### src/hdl/hsa_pkg.sv
// ----------------------------------------------------------------------------
// hsa_pkg: shared types and constants for the hsv saturation adjust block
// Pixel structs, fixed-point widths, register indexes and the divider step.
// ----------------------------------------------------------------------------
`default_nettype none

package hsa_pkg;

	localparam int CH_W        = 16;
	localparam int NUM_CH      = 3;
	localparam int Q_SHIFT     = 12;
	localparam int N_W         = CH_W + Q_SHIFT;
	localparam int X_W         = 2 * CH_W + Q_SHIFT;
	localparam int XH_W        = 2 * CH_W;
	localparam int PROD_W      = 2 * CH_W + 1;
	localparam int SUM_W       = PROD_W + 1;
	localparam int DIV_BITS    = 4;
	localparam int DIV_STAGES  = CH_W / DIV_BITS;
	localparam int ARITH_STAGES = 5;
	localparam int PIPE_STAGES = ARITH_STAGES + DIV_STAGES;
	localparam int CFG_IDX_W   = 2;

	localparam int CH_BLUE  = 0;
	localparam int CH_GREEN = 1;
	localparam int CH_RED   = 2;

	localparam logic [CH_W-1:0] SAT_OFFSET_RESET = 16'd0;
	localparam logic [CH_W-1:0] SAT_GAIN_RESET   = 16'd4506;

	localparam logic [CFG_IDX_W-1:0] CFG_SAT_OFFSET = 2'd0;
	localparam logic [CFG_IDX_W-1:0] CFG_SAT_GAIN   = 2'd1;

	typedef logic [CH_W-1:0] chan_t;

	typedef struct packed {
		logic [CH_W-1:0] blue_in;
		logic [CH_W-1:0] green_in;
		logic [CH_W-1:0] red_in;
	} pixel_in_t;

	typedef struct packed {
		logic [CH_W-1:0] blue_out;
		logic [CH_W-1:0] green_out;
		logic [CH_W-1:0] red_out;
	} pixel_out_t;

	typedef struct packed {
		logic [CH_W-1:0] rem;
		logic            qbit;
	} div_step_t;

	// one restoring step: bring in the next dividend bit, subtract if it fits
	function automatic div_step_t div_step(input chan_t rem, input logic nbit,
			input chan_t den);
		logic [CH_W:0] trial;
		div_step_t     res;
		trial = {rem, nbit};
		if (trial >= {1'b0, den}) begin
			res.rem  = CH_W'(trial - {1'b0, den});
			res.qbit = 1'b1;
		end else begin
			res.rem  = trial[CH_W-1:0];
			res.qbit = 1'b0;
		end
		return res;
	endfunction

endpackage

`default_nettype wire

### src/hdl/hsa_div.sv
// ----------------------------------------------------------------------------
// hsa_div: pipelined restoring divider
// Divides a 32-bit dividend by a 16-bit divisor whose quotient fits 16 bits,
// four quotient bits per stage, one new division accepted every cycle while its stage enables are set.
// ----------------------------------------------------------------------------
`default_nettype none

module hsa_div import hsa_pkg::*; (
	input  wire logic                  clk,
	input  wire logic [DIV_STAGES-1:0] stage_en,
	input  wire logic [XH_W-1:0]       dividend,
	input  wire chan_t                 divisor,
	output chan_t                      quotient
);

	chan_t rem_s [DIV_STAGES];
	chan_t lo_s  [DIV_STAGES];
	chan_t quo_s [DIV_STAGES];
	chan_t den_s [DIV_STAGES];

	for (genvar j = 0; j < DIV_STAGES; j++) begin : g_stage
		chan_t     rem_in, lo_in, quo_in, den_in;
		chan_t     rem_nx, lo_nx, quo_nx;
		div_step_t st;

		if (j == 0) begin : g_first
			// upper half is already below the divisor
			assign rem_in = dividend[XH_W-1:CH_W];
			assign lo_in  = dividend[CH_W-1:0];
			assign quo_in = '0;
			assign den_in = divisor;
		end else begin : g_next
			assign rem_in = rem_s[j-1];
			assign lo_in  = lo_s[j-1];
			assign quo_in = quo_s[j-1];
			assign den_in = den_s[j-1];
		end

		always_comb begin
			rem_nx = rem_in;
			lo_nx  = lo_in;
			quo_nx = quo_in;
			st     = '0;
			for (int b = 0; b < DIV_BITS; b++) begin
				st     = div_step(rem_nx, lo_nx[CH_W-1], den_in);
				rem_nx = st.rem;
				lo_nx  = {lo_nx[CH_W-2:0], 1'b0};
				quo_nx = {quo_nx[CH_W-2:0], st.qbit};
			end
		end

		always_ff @(posedge clk) begin
			if (stage_en[j]) begin
				rem_s[j] <= rem_nx;
				lo_s[j]  <= lo_nx;
				quo_s[j] <= quo_nx;
				den_s[j] <= den_in;
			end
		end
	end

	assign quotient = quo_s[DIV_STAGES-1];

endmodule

`default_nettype wire

### config.mk
export PLATFORM = sky130hd
export DESIGN_NAME = hsa_div
export DESIGN_NICKNAME = d
export VERILOG_FILES = /design/src/hdl/hsa_pkg.sv /design/src/hdl/hsa_div.sv
export SDC_FILE = /design/constraint.sdc
export NUM_CORES = 1
export LEC_CHECK = 0
export CAP_MARGIN = 25
export CORE_ASPECT_RATIO = 1.5
export CORE_UTILIZATION = 65
export DETAILED_ROUTE_END_ITERATION = 7
export DONT_BUFFER_PORTS = 1
export GPL_ROUTABILITY_DRIVEN = 0
export PLACE_DENSITY_LB_ADDON = 0.08
export SLEW_MARGIN = 15
export SYNTH_ARGS = -nofsm -noshare
export SYNTH_HDL_FRONTEND = slang
export SYNTH_SLANG_ARGS = --single-unit
### constraint.sdc
create_clock -name clk -period 16.3 [get_ports clk]
set_input_delay 0.815 -clock clk [delete_from_list [all_inputs] [get_ports clk]]
set_output_delay 0.815 -clock clk [all_outputs]
set_load 0.005 [all_outputs]
==> impl_metrics.csv <==
group,metric,value,unit
run_status,outcome,"finished clean",
place,hpwl,41600,µm
route,wirelength,51200,µm
route,viasPerCell,6.58,
setup_path,cp-end-kind,"register",
die,initial_core_util,66.4,%
place,dpl_cell_area,19600,µm²
setup_path,required,16490,ps
setup_path,crit_path_max_fanout,17,
sta,fin_skew,15.9,ps
sta,clock.fmax,78.1,MHz
setup_path,critical_path_class,"register to register",
cells_and_area,drive_gt1_share,9.97,%
yosys,synth.yosys.warnings,0,
yosys,netlist_area,19200,µm²
route,drtIter0Drc,1225,
cells_and_area,n_antenna_cell,0,
hold_path,hp-class,"register to register",
clock_network,postCtsSetupBuffers,0,
sta,worst-slew-pin-transition,1040,ps
clock_network,root_buffer,"clkbuf_16",
die,io_pins,69,
cells_and_area,layout_common_cells,"256 x ha_1, 169 x a21oi_1, 160 x edfxtp_1",
grt,grt_pass1_wl,80400,µm
cells_and_area,layout_commonest_cell,"ha_1",
die,rows,76,
yosys,synth_cell_types,89,
place,io_buffers,0,
grt,antenna_found_initial,0,
grt,grt_pass1_vias,15600,
sta,min_period,12800,ps
yosys,synth_nets,2416,
sta,rsz0062_at_grt,"no",
grt,grt_max_degree,49,
cells_and_area,design_area,20100,µm²
sta,slew_headroom,30.5,%
clock_network,ctsLongestPathBuffers,2,
die,coreArea,28900,µm²
clock_network,cts_max_level,4,
die,design.die.area,30200,µm²
setup_path,cpMaxStageDelayCell,"edfxtp_1",
cells_and_area,area_growth,4.75,%
yosys,syn_area_per_cell,9.18,µm²
route,dr.pass1.iters,6,
yosys,synth-seq-cells,160,
grt,grtUsageTotal,34.6,%
cells_and_area,fin_nets,2407,
die,die_width,142,µm
route,drc,0,
clock_network,cts_inserted_buffers,17,
route,num_vias,16400,
route,drt.antenna.violating_nets,0,
yosys,synth_edf_count,160,
yosys,syn_inst,2092,
clock_network,insertion_delay,450,ps
grt,grt_overflow,0,
setup_path,worstPathArrival,12990,ps
sta,slew_viol_final,0,
clock_network,postCtsHoldBufs,0,
yosys,ys_seq_area_share,25.0,%
sta,setup_tns,0,ps
place,dpl_worst_slack,3630,ps
sta,fin_ws,3500,ps
sta,hold_viol,0,
die,die_h,212,µm
clock_network,cts_resized,0,
clock_network,cts_tree,"done",
sta,setup_violations,0,
sta,period_share,78.5,%
route,routedWlPerCell,20.6,µm
clock_network,cts.clk_slew.worst_paths,70,ps
job,maxCapViolations,0,
setup_path,cp-start-kind,"register",
clock_network,clock_sinks,160,
cells_and_area,post-route-util,69.6,%
setup_path,cpPeakStageDelay,630,ps
yosys,async_reset_ff_share,0,%
yosys,synthFlopType,"edfxtp_1",
per-stage QoR:
step | cells | hold WS (ps)
floorplan | 2092 | 400
global placement | 2454 | 401
detailed placement | 2454 | 407
CTS | 2486 | 418
global route | 2486 | 430
finish | 2486 | 416
cells by family (layout without fill, tap and decap cells):
| group | count (synthesis) | in the layout | synth area share (%) |
|---|---|---|---|
| and+or+nand+nor | 519 | 519 | 13.7 |
| muxes | 179 | 179 | 10.6 |
| DFF | 160 | 160 | 25.0 |
| AOI/OAI and AO/OA | 603 | 603 | 20.7 |
| buffers and inverters | 190 | 194 | 3.92 |
| adders and majority gates | 271 | 271 | 18.2 |
| xor gates and xnor gates | 170 | 170 | 7.75 |
sequential cells by signal, summed over array words and instances (netlist names):
signal / count
quo_s: 40
den_s: 48
lo_s: 24
rem_s: 48
cells in the mapped netlist, types with 11 or more instances:
library cell | n | area share [%]
ha_1 | 256 | 17
a21oi_1 | 169 | 4.4
nor2_1 | 119 | 2.3
nand4_1 | 40 | 1.3
nor4_1 | 18 | 0.59
inv_1 | 155 | 3.0
fa_1 | 15 | 1.6
mux2_4 | 20 | 1.6
xor2_1 | 57 | 2.6
or3_1 | 14 | 0.46
a211oi_1 | 21 | 0.82
mux2i_1 | 37 | 1.9
nand3_1 | 42 | 1.1
mux2_2 | 119 | 7.0
edfxtp_1 | 160 | 25
clkbuf_1 | 16 | 0.31
o21a_1 | 40 | 1.6
or2_2 | 12 | 0.39
a21boi_0 | 13 | 0.51
o21ai_0 | 123 | 3.2
xnor2_1 | 113 | 5.2
o31ai_1 | 13 | 0.51
and3_1 | 11 | 0.36
nor3_1 | 58 | 1.5
a21o_1 | 85 | 3.3
a31oi_1 | 19 | 0.62
o21bai_1 | 14 | 0.55
nand2_1 | 103 | 2.0
nor2b_1 | 34 | 1.1
nand2b_1 | 28 | 0.91
critical path: cells and delay by family (launching register included):
family | cells | cell delay, ps
compound gates | 20 | 5800
fa+ha+maj | 4 | 1370
buf+inv | 6 | 1580
flops | 1 | 630
mux | 3 | 1170
simple gates | 9 | 1960
final timing paths:
path	depth (start not counted)	startpoint	slack (ps)	endpoint
hold reg to reg	0	quo_s[1][4]	420	quo_s[2][8]
hold / removal	0	quo_s[1][4]	420	quo_s[2][8]
setup reg to reg	42	den_s[1][1]	3500	rem_s[2][15]
setup / recovery	42	den_s[1][1]	3500	rem_s[2][15]
routing by layer:
metal | routed length [µm] | vias to the layer above | global-route usage (%)
li1 | - | 7877 | -
met1 | 20400 | 7717 | 40.2
met2 | 25400 | 588 | 60.1
met3 | 2580 | 185 | 5.02
met4 | 2810 | 0 | 20.3
met5 | 0 | - | 0
layout make-up:
class	instances	area [µm²]
clock buffer	19	433
clock inverter	13	128
fill	2378	8800
inverter	160	601
multi-input combinational	1742	13600
sequential	160	4800
tap	390	488
timing repair buffer	2	15.0
Power is not shown: default switching activity piles up to over one toggle a cycle in this logic, so the estimate is an artifact.
